### src/hw/rtl/carp_pkg.sv
`timescale 1ns / 1ps
// -----------------------------------------------------------------------------
// carp_pkg
// Shared types, fixed-point constants and the cosine lookup for the cascaded
// angle/rate PID block.
// -----------------------------------------------------------------------------
package carp_pkg;

   // Q format and loop constants
   localparam int     FracBits    = 16;
   localparam longint PiQ30       = 64'sd3373259426;
   localparam longint OneQ        = 64'sd1 <<< FracBits;
   localparam longint PiQ         = (PiQ30 + (64'sd1 <<< (29 - FracBits))) >>> (30 - FracBits);
   localparam longint TwoPiQ      = (PiQ30 + (64'sd1 <<< (28 - FracBits))) >>> (29 - FracBits);
   localparam longint DeadbandQ   = (OneQ + 50) / 100;
   localparam longint RateLimitQ  = 15 * OneQ;
   localparam longint UpperPosQ   = (4 * OneQ + 2) / 5;
   localparam longint LowerPosQ   = (OneQ + 2) / 5;
   localparam logic [31:0] DtQ32  = 32'd4294967;
   localparam int     InvDt       = 1000;

   // datapath widths
   localparam int ErrW   = 32;
   localparam int IntegW = 48;
   localparam int AccW   = 64;
   localparam int ProdW  = 96;
   localparam int DiffW  = 44;
   localparam int OutW   = 21;

   // cosine lookup: index = floor((angle*2*Depth + 2pi) / (2*2pi)) mod Depth
   localparam int     CosDepth     = 256;
   localparam int     CosDepthBits = 8;
   localparam int     CosQuarter   = CosDepth / 4;
   localparam int     CosW         = FracBits + 2;
   localparam longint CosStep      = 2 * TwoPiQ;
   localparam longint CosBias      = 164;
   localparam int     CosMW        = 29;
   localparam int     CosQW        = 10;
   localparam int     CosRecipSh   = 48;
   localparam longint CosRecip     = (64'sd1 <<< CosRecipSh) / CosStep;
   localparam longint CosOffset    = TwoPiQ + CosBias * CosStep;

   typedef logic signed [CosW-1:0] cos_table_type [CosDepth];

   typedef enum logic [3:0] {
      ST_IDLE,
      ST_ERR_A,
      ST_INT_A,
      ST_LOAD,
      ST_LO,
      ST_HI,
      ST_FIN,
      ST_OUT_A,
      ST_ERR_R,
      ST_INT_R,
      ST_OUT_R
   } state_type;

   // multiply kinds within one PID evaluation, in issue order
   typedef enum logic [1:0] {
      OP_PROP,
      OP_INTEG,
      OP_SCALE,
      OP_DERIV
   } op_type;

   typedef enum logic [2:0] {
      CSR_ANGLE_PROP,
      CSR_ANGLE_INTEG,
      CSR_ANGLE_DERIV,
      CSR_RATE_PROP,
      CSR_RATE_INTEG,
      CSR_RATE_DERIV
   } csr_index_type;

   typedef struct packed {
      logic   capture;
      logic   err_angle;
      logic   integ_angle;
      logic   err_rate;
      logic   integ_rate;
      logic   mul_load;
      logic   mul_lo;
      logic   mul_hi;
      logic   mul_fin;
      logic   out_angle;
      logic   out_rate;
      logic   inner_loop;
      op_type op;
   } cmd_type;

   // Q30 Taylor cosine on the quarter turn, rounded into Q format
   function automatic cos_table_type build_cos_table();
      cos_table_type tbl;
      longint        r;
      longint        x;
      longint        x2;
      longint        t;
      longint        c;
      longint        one;
      int            quad;
      one = 64'sd1 <<< 30;
      for (int k = 0; k < CosDepth; k++) begin
         quad = k >> (CosDepthBits - 2);
         r = longint'(k & (CosQuarter - 1)) <<< (30 - CosDepthBits + 2);
         if (quad % 2 == 1) begin
            r = one - r;
         end
         x  = (r * PiQ30) >>> 31;
         x2 = (x * x) >>> 30;
         t  = one;
         t  = one - ((x2 * t) >>> 30) / 132;
         if (t < 0) t = 0;
         t  = one - ((x2 * t) >>> 30) / 90;
         if (t < 0) t = 0;
         t  = one - ((x2 * t) >>> 30) / 56;
         if (t < 0) t = 0;
         t  = one - ((x2 * t) >>> 30) / 30;
         if (t < 0) t = 0;
         t  = one - ((x2 * t) >>> 30) / 12;
         if (t < 0) t = 0;
         t  = one - ((x2 * t) >>> 30) / 2;
         if (t < 0) t = 0;
         c = (t + (64'sd1 <<< (29 - FracBits))) >>> (30 - FracBits);
         tbl[k] = (quad == 1 || quad == 2) ? CosW'(-c) : CosW'(c);
      end
      return tbl;
   endfunction

endpackage

### src/hw/rtl/carp_ctrl.sv
`timescale 1ns / 1ps
// -----------------------------------------------------------------------------
// carp_ctrl
// Sequencer: steps both PID loops through the shared multiplier and owns the
// request and response handshakes.
// -----------------------------------------------------------------------------
module carp_ctrl
   import carp_pkg::*;
(
   input  logic    clock,
   input  logic    reset,
   input  logic    req_valid,
   output logic    req_ready,
   output logic    rsp_valid,
   input  logic    rsp_ready,
   output cmd_type cmd
);

   state_type  state_ff, state_in;
   logic [2:0] op_ff, op_in;
   logic       rsp_valid_ff, rsp_valid_in;
   logic       slot_free;

   assign slot_free = !rsp_valid_ff || rsp_ready;

   always_comb begin
      state_in = state_ff;
      case (state_ff)
         ST_IDLE:  if (req_valid) state_in = ST_ERR_A;
         ST_ERR_A: state_in = ST_INT_A;
         ST_INT_A: state_in = ST_LOAD;
         ST_LOAD:  state_in = ST_LO;
         ST_LO:    state_in = ST_HI;
         ST_HI:    state_in = ST_FIN;
         ST_FIN: begin
            if (op_type'(op_ff[1:0]) == OP_DERIV) begin
               state_in = op_ff[2] ? ST_OUT_R : ST_OUT_A;
            end else begin
               state_in = ST_LOAD;
            end
         end
         ST_OUT_A: state_in = ST_ERR_R;
         ST_ERR_R: state_in = ST_INT_R;
         ST_INT_R: state_in = ST_LOAD;
         ST_OUT_R: if (slot_free) state_in = ST_IDLE;
         default:  state_in = ST_IDLE;
      endcase
   end

   always_comb begin
      cmd             = '0;
      cmd.inner_loop  = op_ff[2];
      cmd.op          = op_type'(op_ff[1:0]);
      req_ready       = 1'b0;
      op_in           = op_ff;
      case (state_ff)
         ST_IDLE: begin
            req_ready   = 1'b1;
            cmd.capture = req_valid;
            op_in       = '0;
         end
         ST_ERR_A: cmd.err_angle   = 1'b1;
         ST_INT_A: cmd.integ_angle = 1'b1;
         ST_LOAD:  cmd.mul_load    = 1'b1;
         ST_LO:    cmd.mul_lo      = 1'b1;
         ST_HI:    cmd.mul_hi      = 1'b1;
         ST_FIN: begin
            cmd.mul_fin = 1'b1;
            op_in       = op_ff + 3'd1;
         end
         ST_OUT_A: cmd.out_angle   = 1'b1;
         ST_ERR_R: cmd.err_rate    = 1'b1;
         ST_INT_R: cmd.integ_rate  = 1'b1;
         ST_OUT_R: cmd.out_rate    = slot_free;
         default:  cmd             = '0;
      endcase
   end

   assign rsp_valid_in = cmd.out_rate || (rsp_valid_ff && !rsp_ready);
   assign rsp_valid    = rsp_valid_ff;

   always_ff @(posedge clock) begin
      if (reset) begin
         state_ff     <= ST_IDLE;
         op_ff        <= '0;
         rsp_valid_ff <= 1'b0;
      end else begin
         state_ff     <= state_in;
         op_ff        <= op_in;
         rsp_valid_ff <= rsp_valid_in;
      end
   end

endmodule

### config.mk
export PLATFORM = sky130hd
export DESIGN_NAME = carp_ctrl
export DESIGN_NICKNAME = d
export VERILOG_FILES = /design/src/hw/rtl/carp_pkg.sv /design/src/hw/rtl/carp_ctrl.sv
export SDC_FILE = /design/constraint.sdc
export NUM_CORES = 1
export LEC_CHECK = 0
export BUFFER_PORTS_ARGS = -buffer_cell sky130_fd_sc_hd__buf_2
export CAP_MARGIN = 10
export CORE_MARGIN = 2
export CORE_UTILIZATION = 30
export DETAILED_ROUTE_END_ITERATION = 8
export SKIP_LAST_GASP = 1
export SYNTH_ARGS = -nofsm -noshare
export SYNTH_HDL_FRONTEND = slang
export SYNTH_SLANG_ARGS = --single-unit
### constraint.sdc
create_clock -name clock -period 2.4 [get_ports clock]
set_input_delay 0 -clock clock [delete_from_list [all_inputs] [get_ports clock]]
set_output_delay 0 -clock clock [all_outputs]
set_load 0.05 [all_outputs]
==> results of run 1 <==
-- report_power, final --
part	switching, mW	internal (mW)	total [mW]
logic	0.0599	0.0265	0.0864
clock network	0.0503	0.0575	0.108
registers	0.0120	0.137	0.149
total	0.122	0.221	0.343
-- stage by stage --
step           cells  area (µm²)  util [%]
6_report         115       709.4     36.91
5_1_grt          115       709.4     36.91
4_1_cts          115       709.4     36.91
3_5_place_dp     112       686.9     35.74
3_3_place_gp     112       686.9     35.74
2_1_floorplan     71       599.3         -
-- flip-flops by register name, summed over array words and instances (netlist names) --
| register | flops |
|---|---|
| op_ff | 3 |
| rsp_valid | 1 |
| state_ff | 4 |
-- final timing paths --
check	depth (start not counted)	end	start	slack (ns)
setup / recovery	4	cmd[13]	state_ff[2]	0.60
hold / removal	2	op_ff[0]	reset	0.03
setup reg to reg	3	state_ff[0]	state_ff[2]	0.92
hold reg to reg	2	op_ff[1]	op_ff[1]	0.50
-- final cells by class --
class	count	share of cell area, %
clock buffer	3	3.175
inverter	6	3.175
multi-input combinational	52	52.91
sequential	8	22.58
tap	27	4.762
timing repair buffer	19	13.40
-- logic make-up (layout without fill, tap and decap cells) --
| logic type | after synthesis | after routing | share of synthesized area [%] |
|---|---|---|---|
| AND/OR/NAND/NOR | 35 | 35 | 37.58 |
| AO/OA/AOI/OAI | 13 | 13 | 16.70 |
| buffers and inverters | 11 | 28 | 10.65 |
| flip-flops | 8 | 8 | 26.72 |
| adder cells (fa/ha/maj) | 4 | 4 | 8.351 |
-- cells in the final DEF (no fill, tap or decap) --
cell	n
sky130_fd_sc_hd__or2_0	1
sky130_fd_sc_hd__a21oi_1	6
sky130_fd_sc_hd__buf_2	19
sky130_fd_sc_hd__nand4bb_4	1
sky130_fd_sc_hd__or4_4	1
sky130_fd_sc_hd__inv_1	6
sky130_fd_sc_hd__o21ai_0	1
sky130_fd_sc_hd__nand2b_1	4
sky130_fd_sc_hd__or2_1	1
sky130_fd_sc_hd__nand3_1	3
sky130_fd_sc_hd__nor4_1	1
sky130_fd_sc_hd__nor2_1	4
sky130_fd_sc_hd__clkbuf_4	3
sky130_fd_sc_hd__dfxtp_1	8
sky130_fd_sc_hd__a2111oi_2	1
sky130_fd_sc_hd__ha_1	4
sky130_fd_sc_hd__or3_1	1
sky130_fd_sc_hd__a221oi_2	1
sky130_fd_sc_hd__or3b_1	1
sky130_fd_sc_hd__o21ai_4	1
sky130_fd_sc_hd__nand4bb_1	1
sky130_fd_sc_hd__and2_1	4
sky130_fd_sc_hd__a31oi_1	1
sky130_fd_sc_hd__nor3_1	4
sky130_fd_sc_hd__nand2_1	4
sky130_fd_sc_hd__o21ai_1	1
sky130_fd_sc_hd__or2b_1	1
sky130_fd_sc_hd__or2_2	2
sky130_fd_sc_hd__a21o_1	1
sky130_fd_sc_hd__nor2b_1	1
-- synthesized netlist by cell type, types with 2 or more instances --
master / number / area (µm²)
sky130_fd_sc_hd__nor2_1: 4 / 15.01
sky130_fd_sc_hd__dfxtp_1: 8 / 160.2
sky130_fd_sc_hd__ha_1: 4 / 50.05
sky130_fd_sc_hd__nand2b_1: 4 / 25.02
sky130_fd_sc_hd__nand2_1: 4 / 15.01
sky130_fd_sc_hd__inv_1: 6 / 22.52
sky130_fd_sc_hd__a21oi_1: 6 / 30.03
sky130_fd_sc_hd__or2_2: 2 / 12.51
sky130_fd_sc_hd__buf_4: 2 / 15.01
sky130_fd_sc_hd__buf_6: 2 / 22.52
sky130_fd_sc_hd__and2_1: 4 / 25.02
sky130_fd_sc_hd__nand3_1: 3 / 15.01
sky130_fd_sc_hd__nor3_1: 4 / 20.02
-- routing by layer --
metal,track usage (%),up-vias
met3,4.321,4
met4,7.143,0
met5,0,-
met2,14.38,18
li1,-,278
met1,14.42,223
-- worst max-delay path: stages, from the launching register on --
cell and delay, ns:
sky130_fd_sc_hd__dfxtp_1 0.45, sky130_fd_sc_hd__or4_4 0.64, sky130_fd_sc_hd__inv_1 0.09, sky130_fd_sc_hd__and2_1 0.11, sky130_fd_sc_hd__buf_2 0.25
==> run_summary.xml, run 1 <==
<?xml version="1.0" encoding="UTF-8"?>
<metrics>
  <group name="outcome">
    <metric name="run_status" unit="">completed</metric>
  </group>
  <group name="die">
    <metric name="die_w" unit="µm">48.70</metric>
    <metric name="floorplan.initialDensity" unit="%">31.18</metric>
    <metric name="rows" unit="">16</metric>
    <metric name="io_pins" unit="">20</metric>
    <metric name="design.core.area" unit="µm²">1922</metric>
    <metric name="dieHeight" unit="µm">48.70</metric>
    <metric name="fp.dieArea" unit="µm²">2371</metric>
  </group>
  <group name="critical_path">
    <metric name="critical_path.startpoint_type" unit="">flop</metric>
    <metric name="critPathRequiredTime" unit="ns">2.40</metric>
    <metric name="critPathArrivalTime" unit="ns">1.80</metric>
    <metric name="worst-setup-path-type" unit="">reg2out</metric>
    <metric name="crit_path_end_kind" unit="">output port</metric>
    <metric name="worst-path-max-fanout" unit="">12</metric>
  </group>
  <group name="sta">
    <metric name="finalHoldWorstSlack" unit="ns">0.02762</metric>
    <metric name="finalHoldViolations" unit="">0</metric>
    <metric name="maxSlewViolCount" unit="">0</metric>
    <metric name="post_route_worst_setup_slack" unit="ns">0.5970</metric>
    <metric name="min_period" unit="ns">1.803</metric>
    <metric name="max_slew_margin" unit="%">69.17</metric>
    <metric name="timing.final.setup_violations" unit="">0</metric>
    <metric name="fin_crit_sh" unit="%">75.12</metric>
    <metric name="fmax" unit="GHz">0.5546</metric>
    <metric name="setup_tns" unit="ns">0</metric>
    <metric name="worst-slew-pin-transition" unit="ns">0.4618</metric>
    <metric name="clock-skew-final" unit="ns">0.008098</metric>
    <metric name="rsz0062_at_grt" unit="">no</metric>
  </group>
  <group name="pwr">
    <metric name="power_density" unit="nW/µm²">483.6</metric>
    <metric name="lkg_pwr" unit="nW">0.3255</metric>
    <metric name="irDropWorstVdd" unit="µV">201.4</metric>
    <metric name="power" unit="µW">343.1</metric>
  </group>
  <group name="logic_synthesis">
    <metric name="syn-instance-count" unit="">71</metric>
    <metric name="synth_cell_types" unit="">31</metric>
    <metric name="ys_ff_latch" unit="">8</metric>
    <metric name="synth_fp_nets" unit="">79</metric>
    <metric name="postSynth.asyncResetShare" unit="%">0</metric>
    <metric name="synthesis.area_per_instance" unit="µm²">8.441</metric>
    <metric name="syn_area" unit="µm²">599.3</metric>
    <metric name="ys.flop_type" unit="">sky130_fd_sc_hd__dfxtp_1</metric>
    <metric name="sequential_to_total_area_share_from_yosys_stat" unit="%">26.72</metric>
    <metric name="yosysWarnings" unit="">0</metric>
    <metric name="post_synth_edffs" unit="">0</metric>
  </group>
  <group name="placed_design">
    <metric name="preCtsSetupSlack" unit="ns">0.8873</metric>
    <metric name="dp.final_hpwl" unit="µm">907.1</metric>
    <metric name="routabilityCongestion" unit="">0.7588</metric>
    <metric name="port-buffer-count" unit="">19</metric>
  </group>
  <group name="global_route">
    <metric name="first_global_vias" unit="">443</metric>
    <metric name="global_route_wire_length_before_repair" unit="µm">1994</metric>
    <metric name="gr-usage-all-layers" unit="%">10.90</metric>
    <metric name="grt_max_degree" unit="">15</metric>
    <metric name="globalRouteOverflowTotal" unit="">0</metric>
    <metric name="antenna_violations_before_repair" unit="">0</metric>
  </group>
  <group name="clock_network">
    <metric name="clkSinkCount" unit="">8</metric>
    <metric name="number_of_buffers_added_to_fix_hold_violations_after_cts" unit="">0</metric>
    <metric name="post-cts-setup-buffer-count" unit="">0</metric>
    <metric name="cts_repair_resize_count" unit="">0</metric>
    <metric name="numCtsBuffers" unit="">3</metric>
    <metric name="root_buffer" unit="">sky130_fd_sc_hd__clkbuf_4</metric>
    <metric name="clkSlewWorstSetupHoldPaths" unit="ns">0.06</metric>
    <metric name="clock_insertion_delay_worst_skew" unit="ns">0.26</metric>
    <metric name="tritoncts" unit="">built</metric>
    <metric name="cts_htree_levels" unit="">1</metric>
    <metric name="clock_path_buffers" unit="">2</metric>
  </group>
  <group name="drt">
    <metric name="final_antenna_net_count" unit="">0</metric>
    <metric name="wl_met3" unit="µm">81</metric>
    <metric name="drt_pass1_iterations" unit="">2</metric>
    <metric name="drt-total-wl" unit="µm">1221</metric>
    <metric name="wl_met1" unit="µm">609</metric>
    <metric name="first_iter_violations" unit="">3</metric>
    <metric name="vias_per_cell" unit="">4.548</metric>
    <metric name="highest_layer" unit="">met4</metric>
    <metric name="dr_wl_met2" unit="µm">507</metric>
    <metric name="post_drt_wl_per_cell" unit="µm">10.62</metric>
    <metric name="via_count" unit="">523</metric>
    <metric name="post-route-drc-count" unit="">0</metric>
  </group>
  <group name="final_layout">
    <metric name="nNetsFinal" unit="">98</metric>
    <metric name="layout-drive-gt1-share" unit="%">32.95</metric>
    <metric name="multiInputGateArea" unit="µm²">375.4</metric>
    <metric name="area_occupied_by_registers" unit="µm²">160.2</metric>
    <metric name="areaGrowthSynthToFinish" unit="%">18.37</metric>
    <metric name="fill_cells" unit="">202</metric>
    <metric name="insertedDiodeCount" unit="">0</metric>
  </group>
  <group name="min_path">
    <metric name="holdCritPathClass" unit="">in2reg</metric>
  </group>
  <group name="run">
    <metric name="cap_violations" unit="">0</metric>
  </group>
</metrics>
Power figures use the tool's default switching activity.
==> inputs of run 2 (changes only) <==
ABC_AREA = 1   (was default)
clock period = 1.7 ns   (was 2.4 ns; I/O delays follow)
==> run_summary.xml, run 2 <==
<?xml version="1.0" encoding="UTF-8"?>
<metrics>
  <group name="critical_path">
    <metric name="worst_setup_path_start" unit="">state_ff[2]</metric>
    <metric name="reg2reg_to" unit="">state_ff[0]</metric>
    <metric name="timing.rr.start" unit="">state_ff[2]</metric>
    <metric name="critPathArrivalTime" unit="ns">1.39</metric>
    <metric name="worst-setup-path-type" unit="">reg2out</metric>
    <metric name="critical-path-max-stage-delay" unit="ns">0.34</metric>
    <metric name="crit_path_end_kind" unit="">output port</metric>
    <metric name="critPathRequiredTime" unit="ns">1.70</metric>
    <metric name="regToRegSetupSlack" unit="ns">0.52</metric>
    <metric name="crit_slowest_cell" unit="">sky130_fd_sc_hd__dfxtp_1</metric>
    <metric name="reg2reg_depth" unit="">8</metric>
    <metric name="worst-path-max-fanout" unit="">5</metric>
    <metric name="crit_path_cell_trace" unit="">nor2_1 &gt; nand2_1 &gt; clkinv_2 &gt; buf_2</metric>
    <metric name="critical_path.startpoint_type" unit="">flop</metric>
  </group>
  <group name="sta">
    <metric name="maxSlewViolCount" unit="">0</metric>
    <metric name="post_route_worst_setup_slack" unit="ns">0.3137</metric>
    <metric name="fin_crit_sh" unit="%">81.55</metric>
    <metric name="finalHoldViolations" unit="">0</metric>
    <metric name="setup_tns" unit="ns">0</metric>
    <metric name="timing.final.setup_violations" unit="">0</metric>
    <metric name="clock-skew-final" unit="ns">0.01254</metric>
    <metric name="fmax" unit="GHz">0.7213</metric>
    <metric name="worst-slew-pin-transition" unit="ns">0.2944</metric>
    <metric name="rsz0062_at_grt" unit="">no</metric>
    <metric name="max_slew_margin" unit="%">80.30</metric>
    <metric name="min_period" unit="ns">1.386</metric>
  </group>
  <group name="global_route">
    <metric name="gr-usage-all-layers" unit="%">13.93</metric>
    <metric name="global_route_wire_length_before_repair" unit="µm">2118</metric>
    <metric name="antenna_violations_before_repair" unit="">0</metric>
    <metric name="first_global_vias" unit="">497</metric>
    <metric name="grt_max_degree" unit="">10</metric>
    <metric name="globalRouteOverflowTotal" unit="">0</metric>
  </group>
  <group name="min_path">
    <metric name="min-delay-start" unit="">rsp_ready</metric>
    <metric name="holdPathStages" unit="">4</metric>
    <metric name="holdCritPathClass" unit="">in2reg</metric>
    <metric name="hold_path_end" unit="">rsp_valid</metric>
  </group>
  <group name="pwr">
    <metric name="power_density" unit="nW/µm²">1248</metric>
    <metric name="lkg_pwr" unit="nW">0.4768</metric>
    <metric name="irDropWorstVdd" unit="µV">607.3</metric>
    <metric name="power" unit="µW">914.7</metric>
  </group>
  <group name="drt">
    <metric name="vias_per_cell" unit="">4.088</metric>
    <metric name="drt_pass1_iterations" unit="">4</metric>
    <metric name="final_antenna_net_count" unit="">0</metric>
    <metric name="drt-total-wl" unit="µm">1260</metric>
    <metric name="first_iter_violations" unit="">8</metric>
    <metric name="post-route-drc-count" unit="">0</metric>
    <metric name="via_count" unit="">601</metric>
    <metric name="post_drt_wl_per_cell" unit="µm">8.571</metric>
  </group>
  <group name="clock_network">
    <metric name="clkSinkCount" unit="">8</metric>
    <metric name="clock_path_buffers" unit="">2</metric>
    <metric name="number_of_buffers_added_to_fix_hold_violations_after_cts" unit="">1</metric>
    <metric name="cts_htree_levels" unit="">1</metric>
    <metric name="root_buffer" unit="">sky130_fd_sc_hd__clkbuf_4</metric>
    <metric name="post-cts-setup-buffer-count" unit="">0</metric>
    <metric name="clkSlewWorstSetupHoldPaths" unit="ns">0.06</metric>
    <metric name="tritoncts" unit="">built</metric>
    <metric name="numCtsBuffers" unit="">3</metric>
    <metric name="cts_repair_resize_count" unit="">0</metric>
    <metric name="clock_insertion_delay_worst_skew" unit="ns">0.27</metric>
  </group>
  <group name="final_layout">
    <metric name="regMostFlops" unit="">state_ff</metric>
    <metric name="layout_commonest_cell" unit="">sky130_fd_sc_hd__nand2_1</metric>
    <metric name="largest_reg_flops" unit="">4</metric>
    <metric name="final-instance-count-excl-fill" unit="">147</metric>
    <metric name="layout-drive-gt1-share" unit="%">22.95</metric>
    <metric name="nNetsFinal" unit="">132</metric>
    <metric name="layout.cell_area.non_filler" unit="µm²">733.2</metric>
    <metric name="insertedDiodeCount" unit="">0</metric>
    <metric name="fill_cells" unit="">213</metric>
    <metric name="layout_common_cells" unit="">sky130_fd_sc_hd__nand2_1, sky130_fd_sc_hd__inv_1, sky130_fd_sc_hd__nor2_1, sky130_fd_sc_hd__buf_2, sky130_fd_sc_hd__dfxtp_1</metric>
    <metric name="areaGrowthSynthToFinish" unit="%">27.67</metric>
  </group>
  <group name="logic_synthesis">
    <metric name="synth_area_leaders" unit="">sky130_fd_sc_hd__dfxtp_1, sky130_fd_sc_hd__nand2_1, sky130_fd_sc_hd__inv_1</metric>
    <metric name="syn_area" unit="µm²">574.3</metric>
    <metric name="postSynth.asyncResetShare" unit="%">0</metric>
    <metric name="synthesis.area_per_instance" unit="µm²">5.801</metric>
    <metric name="synth.largest_area_cell" unit="">sky130_fd_sc_hd__dfxtp_1</metric>
    <metric name="synth_cell_types" unit="">15</metric>
    <metric name="syn-instance-count" unit="">99</metric>
    <metric name="ys_ff_latch" unit="">8</metric>
    <metric name="yosysWarnings" unit="">0</metric>
    <metric name="synthMostInstantiatedCell" unit="">sky130_fd_sc_hd__nand2_1</metric>
    <metric name="synth_fp_nets" unit="">107</metric>
    <metric name="ys.flop_type" unit="">sky130_fd_sc_hd__dfxtp_1</metric>
    <metric name="post_synth_edffs" unit="">0</metric>
    <metric name="post_synth_most_frequent_cells" unit="">sky130_fd_sc_hd__nand2_1, sky130_fd_sc_hd__inv_1, sky130_fd_sc_hd__nor2_1, sky130_fd_sc_hd__dfxtp_1, sky130_fd_sc_hd__ha_1</metric>
    <metric name="synth_top_area_share" unit="%">27.89</metric>
    <metric name="sequential_to_total_area_share_from_yosys_stat" unit="%">27.89</metric>
  </group>
  <group name="placed_design">
    <metric name="preCtsSetupSlack" unit="ns">0.5277</metric>
    <metric name="routabilityCongestion" unit="">0.8393</metric>
    <metric name="dp.final_hpwl" unit="µm">1044</metric>
    <metric name="port-buffer-count" unit="">19</metric>
    <metric name="dpl.cell_count" unit="">143</metric>
    <metric name="placed_area" unit="µm²">700.7</metric>
  </group>
  <group name="die">
    <metric name="dieHeight" unit="µm">47.76</metric>
    <metric name="io_pins" unit="">20</metric>
    <metric name="die_w" unit="µm">47.76</metric>
    <metric name="fp.dieArea" unit="µm²">2281</metric>
    <metric name="floorplan.initialDensity" unit="%">32.55</metric>
    <metric name="rows" unit="">15</metric>
    <metric name="design.core.area" unit="µm²">1764</metric>
  </group>
  <group name="outcome">
    <metric name="run_status" unit="">completed</metric>
  </group>
  <group name="run">
    <metric name="cap_violations" unit="">0</metric>
  </group>
</metrics>
-- run 2: how the worst max path moves through the flow --
stage / cells past startpoint / end
6_report: 4 / req_ready
5_1_grt: 4 / cmd[13]
4_1_cts: 4 / cmd[13]
3_5_place_dp: 8 / state_ff[0]
3_3_place_gp: 8 / state_ff[0]
2_1_floorplan: 3 / cmd[3]
-- run 2: report_power, final --
group | internal (mW) | switching [mW]
clock | 0.0813 | 0.0716
combinational | 0.127 | 0.395
sequential | 0.211 | 0.0283
total | 0.419 | 0.495
-- run 2: stage by stage --
step                hold slack, ns  utilization (%)
finish                     0.07122            41.56
global route                0.1183            41.56
floorplan                  0.06907                -
CTS                        0.06300            41.56
global placement            0.2706            39.72
detailed placement          0.2734            39.72
-- run 2: logic make-up (layout without fill, tap and decap cells) --
| kind of cell | after synthesis | after routing | share of synthesized area (%) |
|---|---|---|---|
| DFF | 8 | 8 | 27.89 |
| and+or+nand+nor | 56 | 56 | 41.39 |
| AOI/OAI and AO/OA | 6 | 6 | 5.447 |
| buffers and inverters | 25 | 48 | 16.56 |
| adders and majority gates | 4 | 4 | 8.715 |
-- run 2: area by class of cell --
class	count	area, µm²	share of cell area (%)
Multi-Input combinational cell	66	319.1	43.52
Sequential cell	8	160.2	21.84
Timing Repair Buffer	20	105.1	14.33
Inverter	25	95.09	12.97
Tap cell	25	31.28	4.266
Clock buffer	3	22.52	3.072
-- run 2: worst max-delay path, delay by kind of cell, from the launching register on --
family | cells | cell delay [ns]
buffers and inverters | 2 | 0.36
flip-flops | 1 | 0.34
AND/OR/NAND/NOR | 2 | 0.42
-- run 2: metal layers --
| layer | GRT usage (%) | wire [µm] | share of wire [%] | vias up |
|---|---|---|---|---|
| met5 | 0 | 0 | 0 | - |
| met4 | 10.81 | 48 | 3.8 | 0 |
| met3 | 3.774 | 95 | 7.5 | 7 |
| met2 | 19.73 | 521 | 41 | 22 |
| met1 | 17.65 | 595 | 47 | 237 |
| li1 | - | - | - | 335 |
